<file path="src/bbma_ram.sv">
`default_nettype none
module bbma_ram #(
    parameter int WIDTH = 8,
    parameter int DEPTH = 16
) (
    input  wire logic                                  aclk,
    input  wire logic                                  we,
    input  wire logic [((DEPTH > 1) ? $clog2(DEPTH) : 1)-1:0] waddr,
    input  wire logic [WIDTH-1:0]                      wdata,
    input  wire logic                                  re,
    input  wire logic [((DEPTH > 1) ? $clog2(DEPTH) : 1)-1:0] raddr,
    output logic      [WIDTH-1:0]                      rdata
);

    logic [WIDTH-1:0] mem [DEPTH];

    always_ff @(posedge aclk) begin
        if (we) begin
            mem[waddr] <= wdata;
        end
        if (re) begin
            rdata <= mem[raddr];
        end
    end

endmodule
`default_nettype wire

</file>
<file path="config.mk">
export PLATFORM = sky130hd
export DESIGN_NAME = bbma_ram
export DESIGN_NICKNAME = d
export VERILOG_FILES = /design/src/bbma_ram.sv
export SDC_FILE = /design/constraint.sdc
export NUM_CORES = 1
export LEC_CHECK = 0
export BUFFER_PORTS_ARGS = -buffer_cell sky130_fd_sc_hd__buf_2
export CORE_MARGIN = 1.5
export CORE_UTILIZATION = 39
export DETAILED_ROUTE_END_ITERATION = 8
export GPL_ROUTABILITY_DRIVEN = 0
export GPL_TIMING_DRIVEN = 0
export HOLD_SLACK_MARGIN = 0.1
export SLEW_MARGIN = 20
export SYNTH_ARGS = -nofsm -noshare
export SYNTH_HDL_FRONTEND = slang
export SYNTH_SLANG_ARGS = --single-unit
export TNS_END_PERCENT = 50
</file>
<file path="constraint.sdc">
create_clock -name aclk -period 5.03 [get_ports aclk]
set_input_delay 1.006 -clock aclk [delete_from_list [all_inputs] [get_ports aclk]]
set_output_delay 1.006 -clock aclk [all_outputs]
set_load 0.02 [all_outputs]
</file>
### Word-level counts from Yosys, hierarchy flattened

Memory sizes are Yosys's and may differ from the RTL's. A register that Yosys moved wholly into a read port is not among the register bits.
Index checks and enable logic that the tools add are counted.

* register bits after elaboration: 0
* memory bits (writable): 128
* bits of input ports: 19
* memories: 1

* muxes and demuxes: 2

Memories
* mem: depth 16, width 8, read ports 1, clocked after Yosys merged registers in 1, write ports 1, line 15 `logic [WIDTH-1:0] mem [DEPTH];`

Operators by type and width (count)
* 2-to-1 mux 1 bit: 2

### Longest topological paths before layout

Gate-level depths: netlist (run 1).

* depth in word-level cells: 2
* mapped depth: 5
* depth with buffers taken out: 3

### Worst setup path after synthesis (run 1)

Ideal clock, no wire load.

* path kind: input to register
* start point: in waddr[2] (netlist name)
* end point: mem mem[0][0], enable pin
* data arrival time: 2.116 ns
* required time: 4.647 ns
* slack: 2.531 ns
* stages on the path: 2
* buffers on the path: 0
* path through: or3b_2 -> nor3_1

RTL lines
* start, declared: line 8 `input wire logic [((DEPTH > 1) ? $clog2(DEPTH) : 1)-1:0] waddr,`
* end, declared: line 15

No word-level cell before the write port.

### Worst setup path in the final report (run 1)

* start point: in waddr[2] (netlist name)
* end point: mem mem[3][1], enable pin

No word-level cell before the write port.

==> results of run 1 <==
-- final timing paths --
path	start	endpoint	slack (ps)	cells past startpoint
setup / recovery	waddr[2]	mem[3][1]	2730	3
hold / removal	mem[11][2]	rdata[2]	750	3
setup reg to reg	mem[5][0]	rdata[0]	3410	3
hold reg to reg	mem[11][2]	rdata[2]	750	3
-- critical path, stage by stage --
cell and delay (ps):
buf_2 120, or3b_2 530, nor2_1 670
-- Yosys cell counts --
library cell     instances
nor3_1                   4
nor2_1                  13
nand2b_1                 2
and2b_1                  1
edfxtp_1               136
or3b_2                   1
clkdlybuf4s25_2          3
buf_2                    3
and2_1                   1
buf_4                    1
nand3b_1                 2
mux4_2                  18
nand3_1                  1
nand2_1                  9
nor2b_1                  1
mux4_1                  14
a22oi_1                 16
buf_6                    3
-- per-stage QoR --
stage                     utilization, %  total power [mW]
after detailed placement           42.57             1.435
after CTS                          46.39             2.493
after global routing               46.39             2.559
final                              46.39             2.482
after global placement             42.42             1.429
after floorplan                        -             1.377
-- state kept, by name, summed over array words and instances, names as in the netlist --
register,flops
mem,128
rdata,8
-- final cells by class --
| cell class | count | area share, % |
|---|---|---|
| plain buffers | 10 | 1.417 |
| clock buffers | 23 | 7.350 |
| well taps | 176 | 3.613 |
| clock inverters | 6 | 0.8828 |
| repair buffers | 25 | 2.053 |
| flip-flops and latches | 136 | 67.01 |
| multi-input cells | 83 | 17.68 |
-- cells by family after synthesis --
kind of cell / after synthesis / share of synthesized area, %
AND/OR/NAND/NOR: 35 / 3.136
buffers and inverters: 10 / 1.651
AO/OA/AOI/OAI: 16 / 2.298
multiplexers: 32 / 14.79
flip-flops: 136 / 78.12
-- power by group through the flow --
stage	combinational, mW	sequential [mW]	clock (mW)
2_1_floorplan	0.0644	1.31	0
3_3_place_gp	0.125	1.30	0
3_5_place_dp	0.129	1.31	0
4_1_cts	0.128	1.28	1.08
5_1_grt	0.138	1.29	1.14
6_report	0.127	1.28	1.07
-- layer usage --
metal  routed length, µm  global-route usage, %
met5                   0                      0
met4                 150                  6.175
met3                 563                  4.151
met2                4871                  23.51
met1                4437                  22.03
==> flow_summary.yaml, run 1 <==
outcome:
  status: "completed"
timing:
  setup_tns_ps: 0
  fin_ws_ps: 2731
  final_hold_viol_count: 0
  tightest_slew_ps: 844.1
  slew_violations: 0
  holdWs_ps: 753.1
  fin_crit_sh_pct: 45.70
  rsz0062_at_grt: "false"
  period_needed_ps: 2299
  setup_viol: 0
  maxSlewHeadroom_pct: 43.52
  skew_ps: 6.142
  fmax_mhz: 435.0
cells_and_area:
  final_common_cell: "edfxtp_1"
  multiInputGateArea_um2: 1077
  seq_area_um2: 4084
  fin_cells: 459
  final_area_um2: 6095
  layout.nets: 292
  fillCellCount: 1105
  insertedDiodeCount: 0
  mostFrequentLayoutCells: "edfxtp_1 (136), buf_2 (28), mux4_2 (18)"
  drive_gt1_share_pct: 28.27
  area_delta_synth_final_pct: 16.59
grt:
  grt_pass1_wl_um: 15280
  overflow: 0
  grt_usage_pct: 15.67
  antenna_found_initial: 0
  grt_max_degree: 17
  grt_pass1_vias: 2492
yosys:
  ys_types: 18
  synth_nets: 248
  synth_warnings: 0
  synth_cells: 229
  synth-seq-area-share_pct: 78.12
  synth_area_um2: 5228
  yosys-top-cells-area: "edfxtp_1 (78%), mux4_2 (7.8%), mux4_1 (7.0%), a22oi_1 (2.3%), nor2_1 (0.93%)"
  synth_top_area_share_pct: 78.12
  synth_top_cell_by_area: "edfxtp_1"
  syn_avg_cell_area_um2: 22.83
  ys_ff_latch: 136
power:
  p_comb_share_pct: 5.1
  clkPwrFrac_pct: 43.2
  power_switching_share_pct: 19.74
  internal_power_mw: 1.992
  switchingPower_mw: 0.4899
  p_leak_nw: 2.007
  ir_worst_vdd_v: 0.0002074
  power_density_nw_per_um2: 407.2
  seqPwrFrac_pct: 51.7
detailed_routing:
  vias: 2378
  wl_per_cell_um: 21.83
  vias_per_cell: 5.181
  drc_errors: 0
  postRouteWirelength_um: 10020
  drtIter0Drc: 144
  ant_nets: 0
  drt_pass1_iterations: 5
floorplanning:
  core_um2: 13140
  std_cell_rows: 42
  dieArea_um2: 14110
  top_level_ports: 27
  die_y_um: 118.8
  start_util_pct: 39.79
  die_x_um: 118.8
clocking:
  cts_tree: "done"
  cts_hold_buf: 0
  htreeDepth: 4
  cts.repair.resized: 0
  cts_buffers: 17
  post_cts_buffers: 0
  clockBufferDepth: 2
  ctsRootBufferMaster: "clkbuf_16"
  path_clk_slew_ps: 50
  cts.sinks: 136
  clk_latency_ps: 410
place:
  portBuffers: 25
  place_area_um2: 5593
  place_ws_ps: 2319
  hpwl_um: 6343
  dp_cells: 430
critical_path:
  required_ps: 5060
  cp-start-kind: "input pin"
  cp.arrival_ps: 2330
  crit_fanout: 8
  end_kind: "flip-flop"
  criticalPathCategory: "input pin to flip-flop"
run:
  maxCapViolations: 0
worst_hold_path:
  hold_path.class: "flip-flop to flip-flop"
Note: power is estimated with default switching activity, not from simulation.
==> run 2, diff against run 1 <==
Settings changed: ABC_AREA set to 1.
Clock period 5.03 ns to 2.1 ns, I/O delays scaled along.
==> flow_summary.yaml, run 2 <==
detailed_routing:
  postRouteWirelength_um: 14310
  drc_errors: 0
  ant_nets: 0
  drt_pass1_iterations: 6
  vias_per_cell: 5.006
  drtIter0Drc: 414
  wl_per_cell_um: 18.11
  vias: 3955
yosys:
  synth_top_area_share_pct: 69.85
  ys_ff_latch: 136
  syn_avg_cell_area_um2: 10.61
  ys_types: 11
  synth_cells: 551
  synth_warnings: 0
  synth_edf_count: 136
  synth_area_um2: 5847
  ys_async_sr_fraction_pct: 0
  yosys-top-cells-area: "edfxtp_1 (70%), nand2_1 (11%), nand3_1 (8.3%), inv_1 (6.4%), buf_6 (1.2%)"
  yosysMostFrequentCell: "nand2_1"
  dominantRegCellSynth: "edfxtp_1"
  synth_nets: 570
  synth_top_cell_by_area: "edfxtp_1"
  synth-seq-area-share_pct: 69.85
  ys_top_cells_by_count: "nand2_1 (173), edfxtp_1 (136), inv_1 (100), nand3_1 (97), nor2_1 (17)"
power:
  power_density_nw_per_um2: 966.1
  switchingPower_mw: 1.428
  internal_power_mw: 5.145
  power_switching_share_pct: 21.72
  ir_worst_vdd_v: 0.0005723
  seqPwrFrac_pct: 46.8
  p_leak_nw: 2.923
  power_mw: 6.572
  p_comb_share_pct: 6.3
  clkPwrFrac_pct: 47.0
grt:
  grt_usage_pct: 19.26
  grt_pass1_vias: 3839
  grt_use_met2_pct: 30.37
  antenna_found_initial: 0
  grt_max_degree: 17
  grt.met1_usage_pct: 25.18
  top_usage_layer: "met2"
  overflow: 0
  grt_pass1_wl_um: 21830
  use_met3_pct: 4.835
cells_and_area:
  final_area_um2: 6803
  largest_reg_flops: 128
  final_common_cell: "nand2_1"
  utilization_pct: 46.63
  area_delta_synth_final_pct: 16.35
  mostFrequentLayoutCells: "nand2_1 (173), edfxtp_1 (136), inv_1 (100)"
  insertedDiodeCount: 0
  largest_register: "mem"
  layout.nets: 612
  largestRegisters: "mem (128), rdata (8)"
  fin_cells: 790
  drive_gt1_share_pct: 12.87
timing:
  skew_ps: 5.533
  fmax_mhz: 661.9
  holdWs_ps: 342.5
  setup_tns_ps: 0
  final_hold_viol_count: 0
  setup_viol: 0
  slew_violations: 0
  period_needed_ps: 1511
  tightest_slew_ps: 948.4
  rsz0062_at_grt: "false"
  fin_ws_ps: 589.2
  fin_crit_sh_pct: 71.94
  maxSlewHeadroom_pct: 36.54
clocking:
  htreeDepth: 4
  cts_tree: "done"
  clk_latency_ps: 420
  path_clk_slew_ps: 60
  cts_buffers: 17
  cts.repair.resized: 0
  cts.sinks: 136
  ctsRootBufferMaster: "clkbuf_16"
  cts_hold_buf: 0
  clockBufferDepth: 2
  post_cts_buffers: 0
floorplanning:
  die_y_um: 125.4
  top_level_ports: 27
  std_cell_rows: 44
  start_util_pct: 40.08
  core_um2: 14590
  dieArea_um2: 15740
  die_x_um: 125.4
critical_path:
  worst-r2r-setup-slack_ps: 920
  r2r-start: "mem[11][5]"
  cp-startpoint: "waddr[2]"
  cp-start-kind: "input pin"
  crit_fanout: 8
  r2r_cells: 6
  criticalPathCategory: "input pin to flip-flop"
  r2r-end: "rdata[5]"
  required_ps: 2140
  crit_end: "mem[9][5]"
  end_kind: "flip-flop"
  cp.arrival_ps: 1550
place:
  dp_cells: 758
  hpwl_um: 9169
  place_ws_ps: 155.5
  place_area_um2: 6192
  portBuffers: 23
run:
  maxCapViolations: 0
worst_hold_path:
  hold_path.class: "input pin to flip-flop"
outcome:
  status: "completed"
run 2: changes by cell type after synthesis, sizes merged, moves of 2 or more:
cell,before,now
a22oi,16,0
buf,7,24
clkdlybuf4s25,3,0
inv,0,102
mux4,32,0
nand2,9,173
nand2b,2,0
nand3,1,97
nor2,13,17
nor3,4,0
run 2: worst max-delay path, cell delays in order:
cell      delay (ps)
buf_2            110
nand3b_1         250
nor2_1           770
run 2: how the worst min path moves through the flow:
stage / cells after the start / endpoint / start / slack (ps)
final: 1 / rdata[3] / re / 340
after global routing: 1 / rdata[5] / re / 340
after CTS: 1 / rdata[2] / re / 330
after detailed placement: 6 / rdata[7] / mem[6][7] / 770
after global placement: 1 / rdata[3] / re / 750
after floorplan: 0 / mem[0][0] / wdata[0] / 520
run 2: cells by family (layout without fill, tap and decap cells):
logic type             after synthesis  after routing  synth area share, %
flip-flops                         136            136                69.85
buffers and inverters              126            181                9.394
AND/OR/NAND/NOR                    289            289                20.76
run 2: layer usage:
layer	wire (µm)	share of wire, %
met4	370	2.6
met5	0	0
met1	6209	43
met2	6625	46
met3	1102	7.7
run 2: layout make-up:
cell class | instances | area (µm²)
Buffer | 24 | 166.4
Clock buffer | 18 | 429.2
Clock inverter | 14 | 181.4
Fill cell | 1318 | 7786
Inverter | 102 | 382.9
Multi-Input combinational cell | 289 | 1214
Sequential cell | 136 | 4084
Tap cell | 184 | 230.2
Timing Repair Buffer | 23 | 115.1
run 2: power groups by stage:
stage	Clock, mW	Sequential (mW)	Combinational (mW)
floorplan	0	3.15	0.214
global placement	0	3.13	0.400
detailed placement	0	3.13	0.405
CTS	3.11	3.07	0.408
global route	3.21	3.08	0.450
finish	3.09	3.07	0.412
